[config.mk]
export PLATFORM = sky130hd
export DESIGN_NAME = bounded_stack_with_search_core
export DESIGN_NICKNAME = d
export VERILOG_FILES = /design/src/rtl/bsws_pkg.sv /design/src/rtl/bsws_cell.sv /design/src/rtl/bounded_stack_with_search_core.sv
export SDC_FILE = /design/constraint.sdc
export NUM_CORES = 2
export LEC_CHECK = 0
export BUFFER_PORTS_ARGS = -buffer_cell sky130_fd_sc_hd__buf_4
export CELL_PAD_IN_SITES_DETAIL_PLACEMENT = 0
export CELL_PAD_IN_SITES_GLOBAL_PLACEMENT = 1
export CORE_MARGIN = 2
export CORE_UTILIZATION = 51
export CTS_BUF_LIST = sky130_fd_sc_hd__clkbuf_4
export CTS_CLUSTER_SIZE = 40
export DETAILED_ROUTE_END_ITERATION = 8
export PLACE_DENSITY_LB_ADDON = 0.1
export SYNTH_ARGS = -nofsm -noshare
export SYNTH_HDL_FRONTEND = slang
export SYNTH_HIERARCHICAL = 1
export SYNTH_SLANG_ARGS = --single-unit
[constraint.sdc]
create_clock -name clock -period 10.6 [get_ports clock]
set_clock_uncertainty 0.05 [all_clocks]
set_input_delay 1.59 -clock clock [delete_from_list [all_inputs] [get_ports clock]]
set_output_delay 1.59 -clock clock [all_outputs]
set_load 0.005 [all_outputs]
[src/rtl/bsws_pkg.sv]
// Shared types and constants for the bounded stack with search.
// Holds the request and response word types, operation codes, cell control and FSM states.
// No dependencies.
package bsws_pkg;

   localparam logic [2:0] OP_PUSH   = 3'd0;
   localparam logic [2:0] OP_POP    = 3'd1;
   localparam logic [2:0] OP_PEEK   = 3'd2;
   localparam logic [2:0] OP_SEARCH = 3'd3;
   localparam logic [2:0] OP_CLEAR  = 3'd4;

   localparam logic [6:0] CAP_RESET = 7'd64;

   typedef struct packed {
      logic [2:0]         operation;
      logic signed [31:0] value;
   } req_type;

   typedef struct packed {
      logic               status;
      logic signed [31:0] data;
      logic [5:0]         found_index;
      logic [6:0]         count;
      logic               is_empty;
      logic               is_full;
   } rsp_type;

   typedef struct packed {
      logic shift_down;
      logic shift_up;
      logic compare;
      logic scan_shift;
   } cell_ctrl_type;

   typedef enum logic {
      ST_IDLE,
      ST_SCAN
   } state_type;

endpackage

[src/rtl/bsws_cell.sv]
// One stack cell: a stored word and a search hit flag, both shifted along the chain.
// Depends on bsws_pkg for the cell control type.
module bsws_cell
   import bsws_pkg::*;
#(
   parameter int WORD_BITS = 32
) (
   input  logic                 clock,
   input  logic                 reset,
   input  cell_ctrl_type        ctrl,
   input  logic [WORD_BITS-1:0] value,
   input  logic                 in_use,
   input  logic [WORD_BITS-1:0] up_data,
   input  logic [WORD_BITS-1:0] down_data,
   input  logic                 down_hit,
   output logic [WORD_BITS-1:0] data_ff,
   output logic                 hit_ff
);

   logic [WORD_BITS-1:0] data_in;
   logic                 hit_in;

   always_comb begin
      data_in = data_ff;
      if (ctrl.shift_down) begin
         data_in = up_data;
      end else if (ctrl.shift_up) begin
         data_in = down_data;
      end
   end

   always_comb begin
      hit_in = hit_ff;
      if (ctrl.compare) begin
         hit_in = in_use && (data_ff == value);
      end else if (ctrl.scan_shift) begin
         hit_in = down_hit;
      end
   end

   always_ff @(posedge clock) begin
      data_ff <= data_in;
   end

   always_ff @(posedge clock) begin
      if (reset) begin
         hit_ff <= 1'b0;
      end else begin
         hit_ff <= hit_in;
      end
   end

endmodule

[src/rtl/bounded_stack_with_search_core.sv]
// Top level of the bounded stack with search: control FSM, count, capacity and the cell chain.
// Depends on bsws_pkg and bsws_cell.
//
// A start with busy low is accepted; unless it is a search on a non-empty stack, its result
// word appears in the next cycle on rsp_word with rsp_strobe high for exactly one cycle; the
// receiver cannot stall it. Push, pop, peek, clear and undefined operations never raise busy,
// so one word per cycle is sustained while no search scan holds busy high. Search compares
// every cell at once, then shifts the hit flags up the cell chain one position per cycle toward
// the top; a match ends the scan when its flag reaches the top cell, a miss once every stored
// entry has been passed, and busy is high while the scan runs.
module bounded_stack_with_search_core
   import bsws_pkg::*;
#(
   parameter int DEPTH     = 64,
   parameter int WORD_BITS = 32
) (
   input  logic       clock,
   input  logic       reset,
   input  logic       start,
   output logic       busy,
   input  req_type    req_word,
   output logic       rsp_strobe,
   output rsp_type    rsp_word,
   input  logic       csr_we,
   input  logic [6:0] csr_wdata
);

   localparam int CNT_W = $clog2(DEPTH + 1);
   localparam int CMP_W = (CNT_W > 7) ? CNT_W : 7;

   state_type state_ff, state_in;
   logic [CNT_W-1:0] count_ff, count_in;
   logic [CNT_W-1:0] scan_ff, scan_in;
   logic [6:0]       capacity_ff;
   logic             rsp_strobe_ff;
   rsp_type          rsp_ff, rsp_in;

   cell_ctrl_type        ctrl;
   logic [WORD_BITS-1:0] word;
   logic [63:0]          value_ext;
   logic [63:0]          top_ext;
   logic [CMP_W-1:0]     cap_eff;
   logic [CMP_W-1:0]     count_ext;
   logic [CMP_W-1:0]     count_next_ext;
   logic [CMP_W-1:0]     found_pos;
   logic                 accept;
   logic                 can_push;
   logic                 can_pop;

   logic [WORD_BITS-1:0] cell_data [DEPTH];
   logic                 cell_hit  [DEPTH];

   assign value_ext = {32'b0, req_word.value};
   assign word      = value_ext[WORD_BITS-1:0];
   assign top_ext   = 64'(cell_data[0]);
   assign accept    = start && (state_ff == ST_IDLE);

   always_comb begin
      cap_eff = CMP_W'(capacity_ff);
      if (CMP_W'(capacity_ff) > CMP_W'(DEPTH)) begin
         cap_eff = CMP_W'(DEPTH);
      end
   end

   assign count_ext = CMP_W'(count_ff);
   assign can_push  = count_ext < cap_eff;
   assign can_pop   = count_ff != '0;
   assign found_pos = CMP_W'(count_ff) - CMP_W'(1) - CMP_W'(scan_ff);

   always_comb begin
      state_in = state_ff;
      case (state_ff)
         ST_IDLE: begin
            if (accept && (req_word.operation == OP_SEARCH) && can_pop) begin
               state_in = ST_SCAN;
            end
         end
         ST_SCAN: begin
            if (cell_hit[0] || (scan_ff + CNT_W'(1) == count_ff)) begin
               state_in = ST_IDLE;
            end
         end
         default: state_in = ST_IDLE;
      endcase
   end

   always_comb begin
      ctrl          = '0;
      count_in      = count_ff;
      scan_in       = scan_ff;
      rsp_in        = rsp_ff;
      rsp_in.status = 1'b1;
      rsp_in.data   = '0;
      rsp_in.found_index = '0;
      case (state_ff)
         ST_IDLE: begin
            scan_in = '0;
            if (accept) begin
               case (req_word.operation)
                  OP_PUSH: begin
                     if (can_push) begin
                        ctrl.shift_down = 1'b1;
                        count_in        = count_ff + CNT_W'(1);
                        rsp_in.status   = 1'b0;
                     end
                  end
                  OP_POP: begin
                     if (can_pop) begin
                        ctrl.shift_up = 1'b1;
                        count_in      = count_ff - CNT_W'(1);
                        rsp_in.status = 1'b0;
                        rsp_in.data   = top_ext[31:0];
                     end
                  end
                  OP_PEEK: begin
                     if (can_pop) begin
                        rsp_in.status = 1'b0;
                        rsp_in.data   = top_ext[31:0];
                     end
                  end
                  OP_SEARCH: begin
                     ctrl.compare = 1'b1;
                  end
                  OP_CLEAR: begin
                     count_in      = '0;
                     rsp_in.status = 1'b0;
                  end
                  default: begin
                     count_in = count_ff;
                  end
               endcase
            end
         end
         ST_SCAN: begin
            if (cell_hit[0]) begin
               rsp_in.status      = 1'b0;
               rsp_in.found_index = found_pos[5:0];
            end else begin
               ctrl.scan_shift = 1'b1;
               scan_in         = scan_ff + CNT_W'(1);
            end
         end
         default: begin
            scan_in = '0;
         end
      endcase
      count_next_ext  = CMP_W'(count_in);
      rsp_in.count    = count_next_ext[6:0];
      rsp_in.is_empty = count_in == '0;
      rsp_in.is_full  = count_next_ext >= cap_eff;
   end

   always_ff @(posedge clock) begin
      if (reset) begin
         state_ff      <= ST_IDLE;
         count_ff      <= '0;
         scan_ff       <= '0;
         capacity_ff   <= CAP_RESET;
         rsp_strobe_ff <= 1'b0;
      end else begin
         state_ff      <= state_in;
         count_ff      <= count_in;
         scan_ff       <= scan_in;
         rsp_strobe_ff <= (accept && !(req_word.operation == OP_SEARCH && can_pop))
                          || ((state_ff == ST_SCAN) && (state_in == ST_IDLE));
         if (csr_we) begin
            capacity_ff <= csr_wdata;
         end
      end
   end

   always_ff @(posedge clock) begin
      rsp_ff <= rsp_in;
   end

   for (genvar k = 0; k < DEPTH; k++) begin : g_cell
      logic [WORD_BITS-1:0] up_data;
      logic [WORD_BITS-1:0] down_data;
      logic                 down_hit;
      logic                 in_use;

      assign in_use = count_ff > CNT_W'(k);

      if (k == 0) begin : g_top
         assign up_data = word;
      end else begin : g_mid
         assign up_data = cell_data[k-1];
      end

      if (k == DEPTH - 1) begin : g_bottom
         assign down_data = '0;
         assign down_hit  = 1'b0;
      end else begin : g_inner
         assign down_data = cell_data[k+1];
         assign down_hit  = cell_hit[k+1];
      end

      bsws_cell #(
         .WORD_BITS(WORD_BITS)
      ) u_cell (
         .clock    (clock),
         .reset    (reset),
         .ctrl     (ctrl),
         .value    (word),
         .in_use   (in_use),
         .up_data  (up_data),
         .down_data(down_data),
         .down_hit (down_hit),
         .data_ff  (cell_data[k]),
         .hit_ff   (cell_hit[k])
      );
   end

   assign busy       = state_ff == ST_SCAN;
   assign rsp_strobe = rsp_strobe_ff;
   assign rsp_word   = rsp_ff;

   a_count_bound: assert property (@(posedge clock) disable iff (reset)
      CMP_W'(count_ff) <= CMP_W'(DEPTH))
      else $error("Entry count exceeds the built depth.");

   a_scan_in_range: assert property (@(posedge clock) disable iff (reset)
      (state_ff == ST_SCAN) |-> (count_ff != '0) && (scan_ff < count_ff))
      else $error("Search scan ran past the stored entries.");

   a_quick_result: assert property (@(posedge clock) disable iff (reset)
      (accept && (req_word.operation != OP_SEARCH)) |=> rsp_strobe)
      else $error("Missing result word one cycle after a non-search operation.");

   a_scan_ends_with_result: assert property (@(posedge clock) disable iff (reset)
      ((state_ff == ST_SCAN) && (state_in == ST_IDLE)) |=> rsp_strobe && !busy)
      else $error("Search finished without a result word.");

   a_empty_flag: assert property (@(posedge clock) disable iff (reset)
      rsp_strobe |-> (rsp_word.is_empty == (rsp_word.count == 7'd0)))
      else $error("Empty flag disagrees with the count.");

endmodule

==> summary.txt <==
Yosys
  – Mapped Area: 115700 µm²
  – Total number of yosys warnings: 6
  – Top FF cell, synth: edfxtp_1
  – Post-synth EDFFs: 2048
  – Syn Inst Count: 7921
  – Synthesis-stage register bit count: 2183
  – Sequential share of the synthesized area: 0.5550
  – Syn avg cell area: 14.60 µm²
  – Yosys cell types: 63
  – Async S/R FF share, synth: 0

GRT
  – Largest net degree at the start of global routing: 180
  – Total Routing Usage GR: 0.2873
  – First-pass GRT wire length: 491.2 mm
  – Initial antenna violation count: 17
  – Remaining global-route overflow: 0
  – Vias in the first global route: 71110

Layout
  – Most frequent cells in the layout: mux2_2, edfxtp_1, xnor2_1
  – Nets: 8551
  – Synthesis-to-finish area growth: 10.44%
  – Layout cells sized above 1: 0.3787
  – Final Non-Filler Cells: 11950
  – Most common cell after layout, fill and taps aside: mux2_2
  – Post-route cell area: 127700 µm²

CTS
  – Clock sink total: 2183
  – Post-CTS sizing: 0
  – Hold_buf cts: 0
  – H-tree depth: 6
  – CTS tree: yes
  – Cts bufs inserted: 620
  – Worst skew pair latency: 1.43 ns
  – Deepest clock path buffer count: 4
  – Root Buffer: clkbuf_4
  – Clock transition at the registers of the reported paths: 0.06 ns
  – Setup repair bufs after CTS: 0

Worst hold path
  – Hold Path Class: in2reg
  – Hold path start: csr_wdata[3]

Timing
  – Max_slew headroom: 0.1020
  – Worst slew pin tran: 1.340 ns
  – Setup slack after layout: 4.727 ns
  – Final Hold Viols: 0
  – Fmax achieved: 170.3 MHz
  – RSZ-0062 raised after global routing: false
  – Crit path time final: 5.873 ns
  – Final Max Tran Viols: 0
  – Setup TNS: 0 ns
  – Hold Slack: 0.4015 ns
  – Setup violators final: 0
  – Period utilization: 0.5541

Die
  – Io pins: 96
  – Starting density of the core: 0.5138
  – Die width: 480.2 µm
  – DIE AREA: 230600 µm²
  – CORE AREA: 225100 µm²
  – # rows: 174
  – Die Span Y: 480.2 µm

Detailed routing
  – TritonRoute pass-1 iters: 5
  – Drt drc: 0
  – Via/cell ratio: 5.991
  – Antenna viol nets, final: 0
  – Post-Route WL: 337.4 mm
  – Via count: 71570
  – Post-DR wirelength/cell: 28.25 µm
  – Initial DRC Count: 7830

Flow run
  – MaxCap Viol Count: 0

Place
  – Post-Place Cells: 10850
  – Placement Setup Slack: 4.343 ns
  – GP Congestion: 0.8672
  – Placed Area: 119800 µm²
  – Port bufs: 95
  – Detailed placement HPWL: 239.3 mm

Worst setup path
  – Data arrival time of the critical path: 6.79 ns
  – CP Class: reg2reg
  – Crit. End Element: flop
  – Crit path launch type: flop
  – Reg2reg setup slack: 4.73 ns
  – CP Max Fanout: 69
  – Crit. Startpoint: count_ext[5]
  – R2R Path Start: count_ext[5]
  – Critical path data required time: 11.52 ns

Outcome
  – Status: completed

Pwr
  – Switching share of power: 0.2386
  – Internal cell power: 14.31 mW
  – Clk pwr share: 0.420
  – LEAKAGE: 41.22 nW
  – Combinational Power Share: 0.066
  – Flop pwr share: 0.514
  – Psw: 4.486 mW
  – Peak supply drop: 0.1199 mV
  – Pwr Density: 147.2 nW/µm²
[registers in the layout (all words and copies together), names as in the netlist]
register / count
rsp_word: 48
scan_ff: 7
g_cell.u_cell/hit_ff: 64
g_cell.u_cell/data_ff: 2048
rsp_strobe: 1
busy: 1
capacity_ff: 7
count_ext: 7
[stage by stage]
step / power, mW / utilization
CTS: 19.00 / 0.5673
global route: 19.55 / 0.5674
finish: 18.80 / 0.5675
detailed placement: 11.07 / 0.5323
global placement: 11.04 / 0.5321
floorplan: 10.53 / -
[worst max-delay path, stage by stage, from the launching register on]
cell and delay, ns:
dfxtp_1 0.78, ha_1 0.37, a21o_1 0.18, a21oi_1 0.24, o21ai_0 0.30, nor3_2 1.12
buf_4 0.74, buf_4 0.78, or2_2 0.82
[worst paths after layout]
path                              endpoint  depth (start not counted)
max reg2reg  g_cell[41].u_cell/data_ff[16]                          8
min                         capacity_ff[3]                          3
max          g_cell[41].u_cell/data_ff[16]                          8
min reg2reg                 capacity_ff[4]                          2
[power by group through the flow]
stage	logic [mW]	clock network (mW)	registers, mW
3_5_place_dp	1.22	0	9.85
6_report	1.24	7.89	9.67
2_1_floorplan	0.767	0	9.77
4_1_cts	1.23	8.11	9.66
3_3_place_gp	1.20	0	9.85
5_1_grt	1.32	8.55	9.67
[cell type report]
cell class	count	area, µm²
Multi-Input combinational cell	5460	50230
Clock inverter	119	641.9
Inverter	23	86.33
Tap cell	2992	3744
Sequential cell	2183	64200
Fill cell	18590	97360
Timing Repair Buffer	192	1562
Antenna cell	11	27.53
Clock buffer	966	7252
[synthesized netlist by cell type (all sizes together), types with 66 or more instances]
library cell	instances	area share
mux2	2049	0.20
edfxtp	2048	0.53
xnor2	1293	0.098
xor2	776	0.059
nand4	388	0.021
nor4	258	0.014
buf	199	0.0086
dfxtp	135	0.023
nand2	134	0.0043
clkbuf	88	0.0029
mux2i	71	0.0061
or3	69	0.0037
or2	67	0.0036
o41ai	66	0.0092
[logic make-up (layout without fill, tap and decap cells)]
family | count (synthesis) | after routing | share of synthesized area
DFF | 2183 | 2183 | 0.5550
muxes | 2120 | 2120 | 0.2056
xor gates and xnor gates | 2069 | 2069 | 0.1567
and+or+nand+nor | 1050 | 1050 | 0.05291
buffers and inverters | 310 | 1300 | 0.01222
AOI/OAI and AO/OA | 163 | 163 | 0.01475
adders and majority gates | 25 | 25 | 0.002769
other | 1 | 44 | 0.00003242
[per-layer routing]
| metal | GRT usage | routed length (µm) | vias to the layer above |
|---|---|---|---|
| met3 | 0.06175 | 29700 | 423 |
| met1 | 0.4463 | 159300 | 36740 |
| li1 | - | - | 31420 |
| met5 | 0 | 63 | - |
| met4 | 0.08190 | 7497 | 10 |
| met2 | 0.4001 | 140800 | 2974 |
Power figures use the tool's default switching activity.
